File: config.mk
export PLATFORM = sky130hd
export DESIGN_NAME = swcb_ctrl
export DESIGN_NICKNAME = d
export VERILOG_FILES = /design/src/hdl/swcb_pkg.sv /design/src/hdl/swcb_ctrl.sv
export SDC_FILE = /design/constraint.sdc
export NUM_CORES = 1
export LEC_CHECK = 0
export BUFFER_PORTS_ARGS = -buffer_cell sky130_fd_sc_hd__buf_2
export CORE_MARGIN = 4
export CORE_UTILIZATION = 50
export CTS_BUF_LIST = sky130_fd_sc_hd__clkbuf_8
export CTS_CLUSTER_DIAMETER = 200
export DETAILED_ROUTE_END_ITERATION = 12
export PLACE_DENSITY = 0.79
export SLEW_MARGIN = 20
export SYNTH_ARGS = -nofsm -noshare
export SYNTH_HDL_FRONTEND = slang
export SYNTH_SLANG_ARGS = --single-unit
File: constraint.sdc
create_clock -name clk -period 3.3 [get_ports clk]
set_input_delay 0.33 -clock clk [delete_from_list [all_inputs] [get_ports clk]]
set_output_delay 0.33 -clock clk [all_outputs]
set_load 0.1 [all_outputs]
File: src/hdl/swcb_pkg.sv
// ----------------------------------------------------------------------------
// swcb_pkg
// Shared types, constants and small tables for the sliding window clock
// bitmap: register codes, controller states, command and status bundles.
// ----------------------------------------------------------------------------
`default_nettype none

package swcb_pkg;

  // Storage and field widths
  localparam int unsigned CellDepth  = 65536;
  localparam int unsigned AddrW      = 16;
  localparam int unsigned CellW      = 16;
  localparam int unsigned CntW       = 17;
  localparam int unsigned WinW       = 21;
  localparam int unsigned BitsW      = 5;
  localparam int unsigned DataW      = 32;
  localparam int unsigned CfgIdxW    = 2;
  localparam int unsigned RoundW     = 4;
  localparam int unsigned HashRounds = 9;
  localparam int unsigned DivW       = 32;
  localparam int unsigned DivStepW   = 5;

  localparam logic [DataW-1:0] Golden  = 32'h9e3779b9;
  localparam logic [BitsW-1:0] MinBits = 5'd2;
  localparam logic [BitsW-1:0] MaxBits = 5'd16;

  // Configuration register indexes
  typedef enum logic [CfgIdxW-1:0] {
    REG_CELL_COUNT = 2'd0,
    REG_WINDOW     = 2'd1,
    REG_BITS       = 2'd2,
    REG_SEED       = 2'd3
  } cfg_reg_t;

  typedef enum logic [0:0] {
    OP_INSERT = 1'b0,
    OP_QUERY  = 1'b1
  } op_t;

  // Controller states, one-hot
  typedef enum logic [20:0] {
    S_CLEAR   = 21'h000001,
    S_IDLE    = 21'h000002,
    S_CNT_RD  = 21'h000004,
    S_CNT_CHK = 21'h000008,
    S_HASH    = 21'h000010,
    S_MOD_GO  = 21'h000020,
    S_MOD_W   = 21'h000040,
    S_SET_RD  = 21'h000080,
    S_SET_WR  = 21'h000100,
    S_MUL     = 21'h000200,
    S_TMP_GO  = 21'h000400,
    S_TMP_W   = 21'h000800,
    S_SPL_GO  = 21'h001000,
    S_SPL_W   = 21'h002000,
    S_PTR_GO  = 21'h004000,
    S_PTR_W   = 21'h008000,
    S_ALL_RD  = 21'h010000,
    S_ALL_WR  = 21'h020000,
    S_LFT_RD  = 21'h040000,
    S_LFT_WR  = 21'h080000,
    S_DONE    = 21'h100000
  } state_t;

  // Divider operand selection
  typedef enum logic [1:0] {
    DV_MOD   = 2'd0,
    DV_TEMP  = 2'd1,
    DV_SPLIT = 2'd2,
    DV_PTR   = 2'd3
  } div_sel_t;

  // Sweep address load source
  typedef enum logic [1:0] {
    LD_NONE = 2'd0,
    LD_ZERO = 2'd1,
    LD_DIVR = 2'd2,
    LD_PTR  = 2'd3
  } load_t;

  // Sweep length
  typedef enum logic [1:0] {
    LIM_FULL = 2'd0,
    LIM_N    = 2'd1,
    LIM_LEFT = 2'd2
  } lim_t;

  // Cell write kind
  typedef enum logic [1:0] {
    WR_NONE  = 2'd0,
    WR_CLEAR = 2'd1,
    WR_SET   = 2'd2,
    WR_DEC   = 2'd3
  } wr_t;

  // Which hash word one mix row updates
  typedef enum logic [1:0] {
    ROW_A = 2'd0,
    ROW_B = 2'd1,
    ROW_C = 2'd2
  } row_t;

  typedef struct packed {
    logic     accept;
    logic     clean;
    logic     zc_clear;
    logic     zc_count;
    logic     hash_round;
    logic     div_start;
    logic     div_wait;
    div_sel_t div_sel;
    load_t    load;
    logic     step;
    logic     wrap;
    lim_t     lim;
    wr_t      wr;
    logic     dec_one;
    logic     mul;
    logic     out_load;
  } cmd_t;

  typedef struct packed {
    logic dirty;
    logic op_insert;
    logic round_last;
    logic div_done;
    logic cnt_last;
    logic sub_zero;
    logic left_zero;
    logic out_free;
  } stat_t;

  // Mix row of each hash round
  function automatic row_t row_of(input logic [RoundW-1:0] r);
    row_t res;
    case (r) inside
      4'd0, 4'd3, 4'd6: res = ROW_A;
      4'd1, 4'd4, 4'd7: res = ROW_B;
      default:          res = ROW_C;
    endcase
    return res;
  endfunction

  // Shift amount of each hash round
  function automatic logic [4:0] shift_of(input logic [RoundW-1:0] r);
    logic [4:0] res;
    case (r)
      4'd0:    res = 5'd13;
      4'd1:    res = 5'd8;
      4'd2:    res = 5'd13;
      4'd3:    res = 5'd12;
      4'd4:    res = 5'd16;
      4'd5:    res = 5'd5;
      4'd6:    res = 5'd3;
      4'd7:    res = 5'd10;
      default: res = 5'd15;
    endcase
    return res;
  endfunction

endpackage

`default_nettype wire

File: src/hdl/swcb_ctrl.sv
// ----------------------------------------------------------------------------
// swcb_ctrl
// Sequencer: clear pass, zero recount, hash, divisions, cell sweeps and
// result hand-off, issued to the datapath as one command bundle.
// ----------------------------------------------------------------------------
`default_nettype none

module swcb_ctrl
  import swcb_pkg::*;
(
  input  wire logic  clk,
  input  wire logic  rst,
  input  wire logic  in_valid,
  input  wire logic  op,
  input  wire stat_t stat,
  output logic       in_stall,
  output cmd_t       cmd
);

  state_t state, state_next;

  always_ff @(posedge clk) begin
    if (rst) begin
      state <= S_CLEAR;
    end else begin
      state <= state_next;
    end
  end

  assign in_stall = (state != S_IDLE);

  // Next state and commands
  always_comb begin
    state_next = state;
    cmd        = '0;
    cmd.div_sel = DV_MOD;
    cmd.load    = LD_NONE;
    cmd.lim     = LIM_N;
    cmd.wr      = WR_NONE;
    unique case (state)
      S_CLEAR: begin
        cmd.wr   = WR_CLEAR;
        cmd.step = 1'b1;
        cmd.lim  = LIM_FULL;
        if (stat.cnt_last) begin
          state_next = S_IDLE;
        end
      end
      S_IDLE: begin
        if (in_valid) begin
          cmd.accept = 1'b1;
          if (stat.dirty) begin
            cmd.load     = LD_ZERO;
            cmd.zc_clear = 1'b1;
            state_next   = S_CNT_RD;
          end else if (op == OP_INSERT) begin
            state_next = S_HASH;
          end else begin
            state_next = S_DONE;
          end
        end
      end
      S_CNT_RD: begin
        state_next = S_CNT_CHK;
      end
      S_CNT_CHK: begin
        cmd.zc_count = 1'b1;
        cmd.step     = 1'b1;
        cmd.wrap     = 1'b1;
        if (stat.cnt_last) begin
          cmd.clean  = 1'b1;
          state_next = stat.op_insert ? S_HASH : S_DONE;
        end else begin
          state_next = S_CNT_RD;
        end
      end
      S_HASH: begin
        cmd.hash_round = 1'b1;
        if (stat.round_last) begin
          state_next = S_MOD_GO;
        end
      end
      S_MOD_GO: begin
        cmd.div_start = 1'b1;
        state_next    = S_MOD_W;
      end
      S_MOD_W: begin
        cmd.div_wait = 1'b1;
        if (stat.div_done) begin
          cmd.load   = LD_DIVR;
          state_next = S_SET_RD;
        end
      end
      S_SET_RD: begin
        state_next = S_SET_WR;
      end
      S_SET_WR: begin
        cmd.wr     = WR_SET;
        state_next = S_MUL;
      end
      S_MUL: begin
        cmd.mul    = 1'b1;
        state_next = S_TMP_GO;
      end
      S_TMP_GO: begin
        cmd.div_sel   = DV_TEMP;
        cmd.div_start = 1'b1;
        state_next    = S_TMP_W;
      end
      S_TMP_W: begin
        cmd.div_sel  = DV_TEMP;
        cmd.div_wait = 1'b1;
        if (stat.div_done) begin
          state_next = S_SPL_GO;
        end
      end
      S_SPL_GO: begin
        cmd.div_sel   = DV_SPLIT;
        cmd.div_start = 1'b1;
        state_next    = S_SPL_W;
      end
      S_SPL_W: begin
        cmd.div_sel  = DV_SPLIT;
        cmd.div_wait = 1'b1;
        if (stat.div_done) begin
          state_next = S_PTR_GO;
        end
      end
      S_PTR_GO: begin
        cmd.div_sel   = DV_PTR;
        cmd.div_start = 1'b1;
        state_next    = S_PTR_W;
      end
      S_PTR_W: begin
        cmd.div_sel  = DV_PTR;
        cmd.div_wait = 1'b1;
        if (stat.div_done) begin
          if (!stat.sub_zero) begin
            cmd.load   = LD_ZERO;
            state_next = S_ALL_RD;
          end else begin
            cmd.load   = LD_DIVR;
            state_next = stat.left_zero ? S_DONE : S_LFT_RD;
          end
        end
      end
      S_ALL_RD: begin
        state_next = S_ALL_WR;
      end
      S_ALL_WR: begin
        cmd.wr   = WR_DEC;
        cmd.step = 1'b1;
        cmd.wrap = 1'b1;
        if (stat.cnt_last) begin
          cmd.load   = LD_PTR;
          state_next = stat.left_zero ? S_DONE : S_LFT_RD;
        end else begin
          state_next = S_ALL_RD;
        end
      end
      S_LFT_RD: begin
        state_next = S_LFT_WR;
      end
      S_LFT_WR: begin
        cmd.wr      = WR_DEC;
        cmd.dec_one = 1'b1;
        cmd.step    = 1'b1;
        cmd.wrap    = 1'b1;
        cmd.lim     = LIM_LEFT;
        state_next  = stat.cnt_last ? S_DONE : S_LFT_RD;
      end
      S_DONE: begin
        if (stat.out_free) begin
          cmd.out_load = 1'b1;
          state_next   = S_IDLE;
        end
      end
      default: begin
        state_next = S_IDLE;
      end
    endcase
  end

endmodule

`default_nettype wire

# --- After elaboration in Yosys (flattened, before gate mapping) ---
# Index checks and enable logic that the tools add are counted.
classes:
  bitwise: 0
  mux: 44
  reduce_logical: 9
  multipliers: 0
  shifts: 0
  magnitude_cmp: 0
  eq_ne: 30
  n_addsub: 0
  div: 0
ops:
  columns: ["operator", "count"]
  rows:
  - ["one-hot mux 21 bit (21 select lines)", 1]
  - ["two-way mux 21 bit", 16]
  - ["== test 21 x 1 -> 1 bit, second input constant", 1]
  - ["== test 21 x 10 -> 1 bit, second input constant", 1]
  - ["== test 21 x 11 -> 1 bit, second input constant", 1]
  - ["== test 21 x 12 -> 1 bit, second input constant", 1]
  - ["== test 21 x 13 -> 1 bit, second input constant", 1]
  - ["== test 21 x 14 -> 1 bit, second input constant", 1]
  - ["== test 21 x 15 -> 1 bit, second input constant", 1]
  - ["== test 21 x 16 -> 1 bit, second input constant", 1]
  - ["== test 21 x 17 -> 1 bit, second input constant", 1]
  - ["== test 21 x 18 -> 1 bit, second input constant", 1]
  - ["== test 21 x 19 -> 1 bit, second input constant", 1]
  - ["== test 21 x 2 -> 1 bit, second input constant", 1]
  - ["== test 21 x 20 -> 1 bit, second input constant", 1]
  - ["== test 21 bit, second input constant", 1]
  - ["== test 21 x 3 -> 1 bit, second input constant", 1]
  - ["== test 21 x 4 -> 1 bit, second input constant", 1]
  - ["== test 21 x 5 -> 1 bit, second input constant", 1]
  - ["== test 21 x 6 -> 1 bit, second input constant", 1]
  - ["== test 21 x 7 -> 1 bit, second input constant", 1]
  - ["== test 21 x 8 -> 1 bit, second input constant", 1]
  - ["== test 21 x 9 -> 1 bit, second input constant", 1]
  - ["!= test 21 x 2 -> 1 bit, second input constant", 1]
  - ["other kinds (10)", 44]
word_totals:
  n_memories: 0
  romBits: 0
  reg_bits: 21
  out_inout_bits: 21
  elab_cells: 84
  mem_bits_rw: 0
  in_bits: 12
  latch_bits: 0

# --- Logic depth before layout (Yosys ltp) ---
# Gate-level depths: netlist of run 1.
logic_depth:
  depth_word: 4
  mapped_depth: 9
  depth_no_buf: 8

# --- Worst setup path before layout of run 1 ---
# No wires, ideal clock.
synth_path:
  path_type: "register -> register"
  from: "register state[1]"
  to: "register state[1]"
  setup_slack_ns: -3.021
  t_required_ns: 3.164
  setup_ns: 0.136
  n_path_buf: 0
  period_less_slack_ns: 6.321
  path_stages_with_launch: 8
  t_arrival_ns: 6.186
  cell_sequence: "dfxtp_1 > nor4_4 > nand4_2 > a2111oi_0 > a211oi_1 > o31ai_1 > or3_1 > o31ai_1"
synth_between:
  elab_chain_len: 3
  elab_cells_between_ends: 31
  classes_between: "29 x eq/ne; 1 x mux; 1 x reduce/logical"
synth_lines:
  columns: ["item", "line_no", "source"]
  rows:
  - ["from (decl)", "swcb_ctrl.sv:20", "state_t state, state_next;"]
  - ["from (signal assigned)", "swcb_ctrl.sv:26", "state <= state_next;"]
  - ["== test 21 x 5 -> 1 bit, or another cell as far along", "swcb_ctrl.sv:40", "unique case (state)"]
  - ["!= test 2 bit (no source line)", null, null]
  - ["AND reduction 8 bit (no source line)", null, null]
# Parallel ways exist; a longest one is shown, timed or not.
# A chain may end at the register's enable or synchronous reset.

==> flow_metrics.py, run 1 <==
metrics = {
    "setup_path": {
        "rr_startpoint": "state[16]",
        "r2r-end": "state[4]",
        "crit_arrival_ns": 2.85,
        "cp-end-kind": "output pin",
        "cp_slowest_stage_delay_ns": 0.54,
        "critPathKind": "register to output pin",
        "rr_worst_depth": 7,
        "r2r_setup_slack_ns": 0.65,
        "startpoint_type": "register",
        "path_max_fanout": 8,
        "critical-path-slowest-cell": "or4_4",
        "crit_chain": "nor4_4 -> nand4_2 -> or3_4 -> or4_4 -> and2_2 -> nand2_2 -> buf_2",
        "path_buf_inv": 1,
        "crit_required_ns": 2.97,
        "cpLargestDelayFamily": "simple AND/OR/NAND/NOR gates",
    },
    "timing": {
        "finalCriticalPeriod_ns": 3.184,
        "setup_viol": 0,
        "fin_setup_tns_ns": 0,
        "max_slew.worst_pin.slew_ns": 0.6491,
        "worst_slew_margin_rel": 0.5611,
        "max_freq_ghz": 0.3140,
        "maxSlewViolCount": 0,
        "fin_crit_sh": 0.9650,
        "finalHoldViolations": 0,
        "grt_setup_unrepaired": "no",
        "finClkSkew_ns": 0.006078,
    },
    "global_route": {
        "grt_pass1_wl_um": 7327,
        "grt_pass1_vias": 1556,
        "gr-total-overflow": 0,
        "grtUsageTotal": 0.2212,
        "grt_start_max_net_pins": 13,
        "antenna_found_initial": 0,
    },
    "detailed_routing": {
        "wl_met3_um": 354,
        "viasPerCell": 5.947,
        "totalWireLength_um": 4361,
        "wl_per_cell_um": 15.36,
        "drtIter0Drc": 100,
        "ant_nets": 0,
        "route.met2.wl_um": 2030,
        "num_vias": 1689,
        "drt-pass1-iter-count": 4,
        "m1WireLength_um": 1923,
        "post-route-drc-count": 0,
        "routed.top_layer": "met4",
    },
    "placed_design": {
        "routabilityCongestion": 1.044,
        "portBuffers": 32,
        "dp_cells": 277,
        "dp_hpwl_um": 3382,
    },
    "final_layout": {
        "largest_reg_flops": 21,
        "diodes": 0,
        "layout_common_cells": "buf_2, nor2_1, dfxtp_1, nand2_1",
        "layout_top_registers": "state: 21 flops",
        "regMostFlops": "state",
        "finalNetCount": 253,
        "mostFrequentLayoutCell": "buf_2",
        "syn2layout_area_growth_pct": 19.78,
        "nFillCells": 275,
        "drive_gt1_frac": 0.2958,
        "layoutNonFillerInstCount": 284,
    },
    "die": {
        "die_x_um": 64.24,
        "rows": 20,
        "initial_utilization": 0.5223,
        "core_mm2": 0.003028,
        "ioPinCount": 33,
        "dieArea_mm2": 0.004127,
        "die_y_um": 64.24,
    },
    "yosys": {
        "synth_area_leaders": "dfxtp_1, nor2_1, nand2_1, nor3_1, nor4_4",
        "ys_types": 56,
        "yosys_warnings": 0,
        "async_flop_share": 0,
        "syn_avg_cell_area_um2": 7.791,
        "synth-edff-count": 0,
        "seq_area_frac_synth": 0.2658,
        "synth_cells": 203,
        "synth_ff_type": "dfxtp_1",
        "syn_nets": 215,
        "synth.largest_area_cell": "dfxtp_1",
        "ys_ff_latch": 21,
        "syn-cell-area_mm2": 0.001582,
        "yosys.area.top_type_share": 0.2658,
    },
    "clock_network": {
        "cts.clk_slew.worst_paths_ns": 0.08,
        "clock_path_buffers": 2,
        "holdBufCountCts": 0,
        "cts_tree": "built",
        "clock_sinks": 21,
        "clkLatencyLatePin_ns": 0.26,
        "h-tree-depth": 1,
        "cts_root_buf": "clkbuf_8",
        "numCtsBuffers": 3,
    },
    "worst_hold_path": {
        "holdCritPathClass": "input pin to register",
        "hold-path-endpoint": "state[1]",
        "hold_depth": 2,
        "worstHoldStart": "in_valid",
    },
    "status": {
        "outcome": "finished clean",
    },
    "pwr": {
        "cellPowerDensity_mw_per_mm2": 330.4,
        "p_leak_nw": 0.8997,
        "ir_drop_uv": 261.3,
    },
    "run": {
        "maxCapViolations": 0,
    },
}
-- through the flow --
step                cell area [um2]  power (mW)  worst slack, ns  hold WS, ns    util
floorplan                      1614      0.4127           0.1884       0.4327       -
global placement               1818      0.4554           0.3542       0.5532  0.6004
detailed placement             1818      0.4557           0.3251       0.5517  0.6004
CTS                            1863      0.6209          0.02939       0.2862  0.6153
global route                   1894      0.6531          0.01319       0.2986  0.6256
finish                         1894      0.6258           0.1156       0.2845  0.6256
-- cells by family after synthesis --
logic type	count (synthesis)	share of synthesized area
compound gates	34	0.1464
flops	21	0.2658
buf+inv	21	0.07595
simple gates	119	0.4676
xor+xnor	8	0.04431
-- worst max path at each step --
stage	start	endpoint	slack, ns	cells after the start
finish	state[0]	cmd[3]	0.12	7
global route	state[0]	cmd[3]	0.01	7
CTS	state[1]	cmd[14]	0.03	6
detailed placement	state[8]	cmd[14]	0.33	6
global placement	state[1]	cmd[10]	0.35	7
floorplan	state[1]	cmd[12]	0.19	5
-- cell usage after synthesis, types with 4 or more instances --
master	n
nand4b_1	4
nand2_1	20
a21oi_1	10
nor2_1	23
nor4_1	9
nand2b_1	5
dfxtp_1	21
nand3_1	6
xor2_1	5
o21ai_0	4
inv_1	12
nor3_1	13
-- report_power, final --
group | switching (mW) | internal, mW | leakage [nW]
Clock | 0.0851 | 0.0830 | 0.0269
Sequential | 0.00926 | 0.257 | 0.170
Combinational | 0.136 | 0.0549 | 0.703
Total | 0.231 | 0.395 | 0.900
-- metal layers --
metal / track usage / vias to the layer above
met5: 0 / -
met4: 0.07124 / 0
li1: - / 822
met1: 0.3137 / 789
met3: 0.02109 / 6
met2: 0.3505 / 72
-- repair_timing --
| action | 4_1_cts | 5_1_grt |
|---|---|---|
| endpoints found under the setup margin | 0 | 4 |
| gates resized for setup | 0 | 3 |
| buffers inserted | 0 | 3 |
| endpoints found under the hold margin | 0 | 0 |
-- final cells by class --
type / count / area (um2) / area share
Sequential cell: 21 / 420.4 / 0.2219
Tap cell: 44 / 55.05 / 0.02906
Clock buffer: 3 / 41.29 / 0.02180
Inverter: 13 / 48.80 / 0.02576
Multi-Input combinational cell: 161 / 1077 / 0.5687
Clock inverter: 1 / 3.754 / 0.001982
Timing Repair Buffer: 41 / 247.7 / 0.1308
No activity file was read; power rests on OpenSTA's default activity.
==> run 2, diff against run 1 <==
Settings changed: PLACE_DENSITY 0.79 to 0.76, SLEW_MARGIN 20 to not set.
==> flow_metrics.py, run 2 (synthesized netlist as in run 1, its figures left out) <==
metrics = {
    "global_route": {
        "grt_pass1_vias": 1570,
        "grt_start_max_net_pins": 13,
        "grtUsageTotal": 0.2215,
        "grt_pass1_wl_um": 7293,
        "antenna_found_initial": 0,
        "gr-total-overflow": 0,
    },
    "die": {
        "die_x_um": 64.24,
        "die_y_um": 64.24,
        "core_mm2": 0.003028,
        "initial_utilization": 0.5223,
        "dieArea_mm2": 0.004127,
        "rows": 20,
        "ioPinCount": 33,
    },
    "clock_network": {
        "clock_path_buffers": 2,
        "numCtsBuffers": 3,
        "clock_sinks": 21,
        "holdBufCountCts": 0,
        "cts_root_buf": "clkbuf_8",
        "h-tree-depth": 1,
        "cts.clk_slew.worst_paths_ns": 0.08,
        "cts_tree": "built",
        "clkLatencyLatePin_ns": 0.26,
    },
    "final_layout": {
        "syn2layout_area_growth_pct": 19.78,
        "drive_gt1_frac": 0.2958,
        "finalNetCount": 253,
        "layout_common_cells": "buf_2, nor2_1, dfxtp_1, nand2_1",
        "diodes": 0,
        "mostFrequentLayoutCell": "buf_2",
        "largest_reg_flops": 21,
        "layout_top_registers": "state: 21 flops",
        "regMostFlops": "state",
    },
    "timing": {
        "finClkSkew_ns": 0.004874,
        "worst_slew_margin_rel": 0.5349,
        "max_slew.worst_pin.slew_ns": 0.6879,
        "finalCriticalPeriod_ns": 3.156,
        "fin_setup_tns_ns": 0,
        "finalHoldViolations": 0,
        "grt_setup_unrepaired": "no",
        "fin_crit_sh": 0.9564,
        "maxSlewViolCount": 0,
        "setup_viol": 0,
        "max_freq_ghz": 0.3168,
    },
    "setup_path": {
        "crit_arrival_ns": 2.83,
        "path_max_fanout": 8,
        "cp-end-kind": "output pin",
        "critPathKind": "register to output pin",
        "rr_worst_depth": 8,
        "startpoint_type": "register",
        "crit_required_ns": 2.97,
    },
    "placed_design": {
        "portBuffers": 32,
        "routabilityCongestion": 0.9157,
        "dp_hpwl_um": 3371,
    },
    "detailed_routing": {
        "drtIter0Drc": 99,
        "totalWireLength_um": 4319,
        "post-route-drc-count": 0,
        "viasPerCell": 5.842,
        "drt-pass1-iter-count": 4,
        "wl_per_cell_um": 15.21,
        "num_vias": 1659,
        "ant_nets": 0,
    },
    "pwr": {
        "cellPowerDensity_mw_per_mm2": 331.5,
        "ir_drop_uv": 230.9,
        "power_mw": 0.6280,
        "p_leak_nw": 0.8984,
    },
    "worst_hold_path": {
        "hold_depth": 2,
        "holdCritPathClass": "input pin to register",
    },
    "status": {
        "outcome": "finished clean",
    },
    "run": {
        "maxCapViolations": 0,
    },
}
-- run 2: cell counts in the layout (fill, tap and decap cells not counted) --
No cell type changed its count.
-- run 2: repair_timing --
action / 4_1_cts / 5_1_grt
resized for setup: 0 / 3
buffers inserted: 0 / 3
endpoints found under the setup margin: 0 / 4
-- run 2: area by class of cell --
cell class,instances,area (um2)
clock buffers,3,41.29
clock inverters,1,3.754
fillers,276,1134
inverters,13,48.80
multi-input cells,161,1077
flip-flops and latches,21,420.4
well taps,44,55.05
repair buffers,41,247.7
-- run 2: path summary, 6_finish.rpt --
check / end / startpoint / slack [ns]
hold / removal: state[1] / in_valid / 0.30
setup / recovery: cmd[3] / state[14] / 0.14
setup reg to reg: state[4] / state[16] / 0.64
hold reg to reg: state[8] / state[7] / 0.55
-- run 2: stage by stage --
step / std cells / utilization / instance area (um2) / setup slack [ns] / hold slack (ns)
4_1_cts: 281 / 0.6153 / 1863 / 0.06108 / 0.2943
6_report: 284 / 0.6256 / 1894 / 0.1439 / 0.2961
3_5_place_dp: 277 / 0.6004 / 1818 / 0.3519 / 0.5325
3_3_place_gp: 277 / 0.6004 / 1818 / 0.3900 / 0.5367
5_1_grt: 284 / 0.6256 / 1894 / 0.03048 / 0.3296
2_1_floorplan: 203 / - / 1614 / 0.1884 / 0.4327
-- run 2: power by group --
group | total [mW] | switching, mW | internal (mW)
combinational | 0.192 | 0.137 | 0.0549
clock | 0.170 | 0.0866 | 0.0830
sequential | 0.266 | 0.00883 | 0.257
-- run 2: per-layer routing --
metal,vias to the layer above,GRT usage,share of wire,wire length [um]
li1,816,-,-,-
met1,763,0.3198,0.46,2004
met2,72,0.3247,0.44,1914
met3,8,0.04218,0.074,320
met4,0,0.07916,0.019,80
met5,-,0,0,0
-- run 2: worst max-delay path, stage by stage, from the launching register on --
cell and delay, ns:
dfxtp_1 0.42, nor4_2 0.39, nand4_2 0.16, or3_4 0.37, or4_4 0.54, and2_2 0.21
nand2_2 0.05, buf_2 0.42
==> run 3, diff against run 2 <==
Settings changed: SETUP_SLACK_MARGIN set to 0.3.
Clock period 3.3 ns to 3.5 ns, I/O delays scaled along.
==> flow_metrics.py, run 3 (synthesized netlist as in run 1, its figures left out) <==
metrics = {
    "setup_path": {
        "startpoint_type": "register",
        "r2r_setup_slack_ns": 0.46,
        "crit_required_ns": 3.15,
        "crit_arrival_ns": 2.76,
        "cp_slowest_stage_delay_ns": 0.54,
        "crit_chain": "nor4_4 -> buf_4 -> nand4_2 -> or3_4 -> or4_4 -> and2_2 -> nand2_2 -> buf_8",
        "critical-path-slowest-cell": "or4_4",
        "critPathKind": "register to output pin",
        "path_max_fanout": 8,
        "cp-end-kind": "output pin",
    },
    "timing": {
        "max_slew.worst_pin.slew_ns": 0.6673,
        "finalCriticalPeriod_ns": 3.106,
        "fin_crit_sh": 0.8875,
        "finalHoldViolations": 0,
        "setup_ws_ns": 0.3937,
        "worst_slew_margin_rel": 0.5521,
        "finClkSkew_ns": 0.007064,
        "setup_viol": 0,
        "grt_setup_unrepaired": "yes",
        "maxSlewViolCount": 0,
        "fin_setup_tns_ns": 0,
        "max_freq_ghz": 0.3219,
    },
    "pwr": {
        "ir_drop_uv": 197.8,
        "cellPowerDensity_mw_per_mm2": 320.3,
        "p_leak_nw": 0.8779,
    },
    "status": {
        "outcome": "finished clean",
    },
    "detailed_routing": {
        "totalWireLength_um": 4305,
        "drtIter0Drc": 107,
        "drt-pass1-iter-count": 5,
        "ant_nets": 0,
        "viasPerCell": 5.968,
        "wl_per_cell_um": 15.38,
        "routed.top_layer": "met4",
        "post-route-drc-count": 0,
        "m1WireLength_um": 1878,
        "route.met2.wl_um": 1994,
        "wl_met3_um": 379,
        "num_vias": 1671,
    },
    "final_layout": {
        "largest_reg_flops": 21,
        "layout_top_registers": "state: 21 flops",
        "finalNetCount": 249,
        "mostFrequentLayoutCell": "nor2_1",
        "syn2layout_area_growth_pct": 19.22,
        "regMostFlops": "state",
        "layout_common_cells": "nor2_1, buf_2, dfxtp_1, nand2_1",
        "final_area_mm2": 0.001886,
        "diodes": 0,
        "drive_gt1_frac": 0.2924,
    },
    "placed_design": {
        "dp_hpwl_um": 3277,
        "portBuffers": 32,
        "pre_cts_ws_ns": 0.4006,
        "routabilityCongestion": 0.9237,
        "place_area_mm2": 0.001780,
    },
    "clock_network": {
        "h-tree-depth": 1,
        "clock_sinks": 21,
        "cts.clk_slew.worst_paths_ns": 0.08,
        "holdBufCountCts": 0,
        "numCtsBuffers": 3,
        "cts_root_buf": "clkbuf_8",
        "clock_path_buffers": 2,
        "cts_tree": "built",
        "clkLatencyLatePin_ns": 0.27,
    },
    "global_route": {
        "grt_pass1_wl_um": 7389,
        "grt_pass1_vias": 1530,
        "gr-total-overflow": 0,
        "grtUsageTotal": 0.2265,
        "antenna_found_initial": 0,
        "grt_start_max_net_pins": 13,
    },
    "worst_hold_path": {
        "holdCritPathClass": "input pin to register",
    },
    "die": {
        "initial_utilization": 0.5223,
        "core_mm2": 0.003028,
        "dieArea_mm2": 0.004127,
        "ioPinCount": 33,
        "die_x_um": 64.24,
        "die_y_um": 64.24,
        "rows": 20,
    },
    "run": {
        "maxCapViolations": 0,
    },
}
[run 3: cell types whose count changed in the layout (fill, tap and decap cells not counted), sizes merged]
cell / previous run / this run
clkinv: 0 / 1
inv: 14 / 13
buf: 39 / 31
clkbuf: 5 / 9
[run 3: power by group]
group          leakage, nW  switching (mW)  internal [mW]
Sequential           0.170         0.00813          0.243
Clock               0.0255          0.0892         0.0798
Combinational        0.683           0.130         0.0539
Total                0.878           0.228          0.376
[run 3: worst max-delay path, delay by kind of cell (launching register included)]
kind / cells / cell delay, ns
buffers and inverters: 2 / 0.40
DFF: 1 / 0.39
and+or+nand+nor: 6 / 1.68
[run 3: final timing paths]
| kind | startpoint | endpoint | cells after the start |
|---|---|---|---|
| hold / removal | in_valid | state[1] | 2 |
| setup / recovery | state[0] | cmd[3] | 8 |
| hold reg to reg | state[7] | state[8] | 2 |
| setup reg to reg | state[0] | state[8] | 9 |
[run 3: layout make-up]
type	instances	area, um2
inverter	13	48.80
timing repair buffer	37	232.7
clock buffer	3	41.29
multi-input combinational	161	1082
sequential	21	420.4
clock inverter	1	5.005
fill	291	1142
tap	44	55.05
[run 3: metal layers]
metal  GRT usage  vias up
met5           0        -
met4     0.07652        0
met3     0.02812        5
met2      0.3531       84
met1      0.3205      774
li1            -      808
[run 3: what timing repair did]
item / in CTS / in global routing
resized for setup: 4 / 12
setup buffers: 0 / 2
pin swaps: 0 / 3
gates cloned: 0 / 0
endpoints found under the setup margin: 4 / 13
[run 3: through the flow]
stage	util	hold WS, ns	cells	total power [mW]
3_3_place_gp	0.5880	0.5357	274	0.4254
5_1_grt	0.6227	0.3244	280	0.6262
6_report	0.6227	0.2994	280	0.6040
4_1_cts	0.6066	0.2936	278	0.5922
3_5_place_dp	0.5880	0.5346	274	0.4266
2_1_floorplan	-	0.4527	203	0.3892
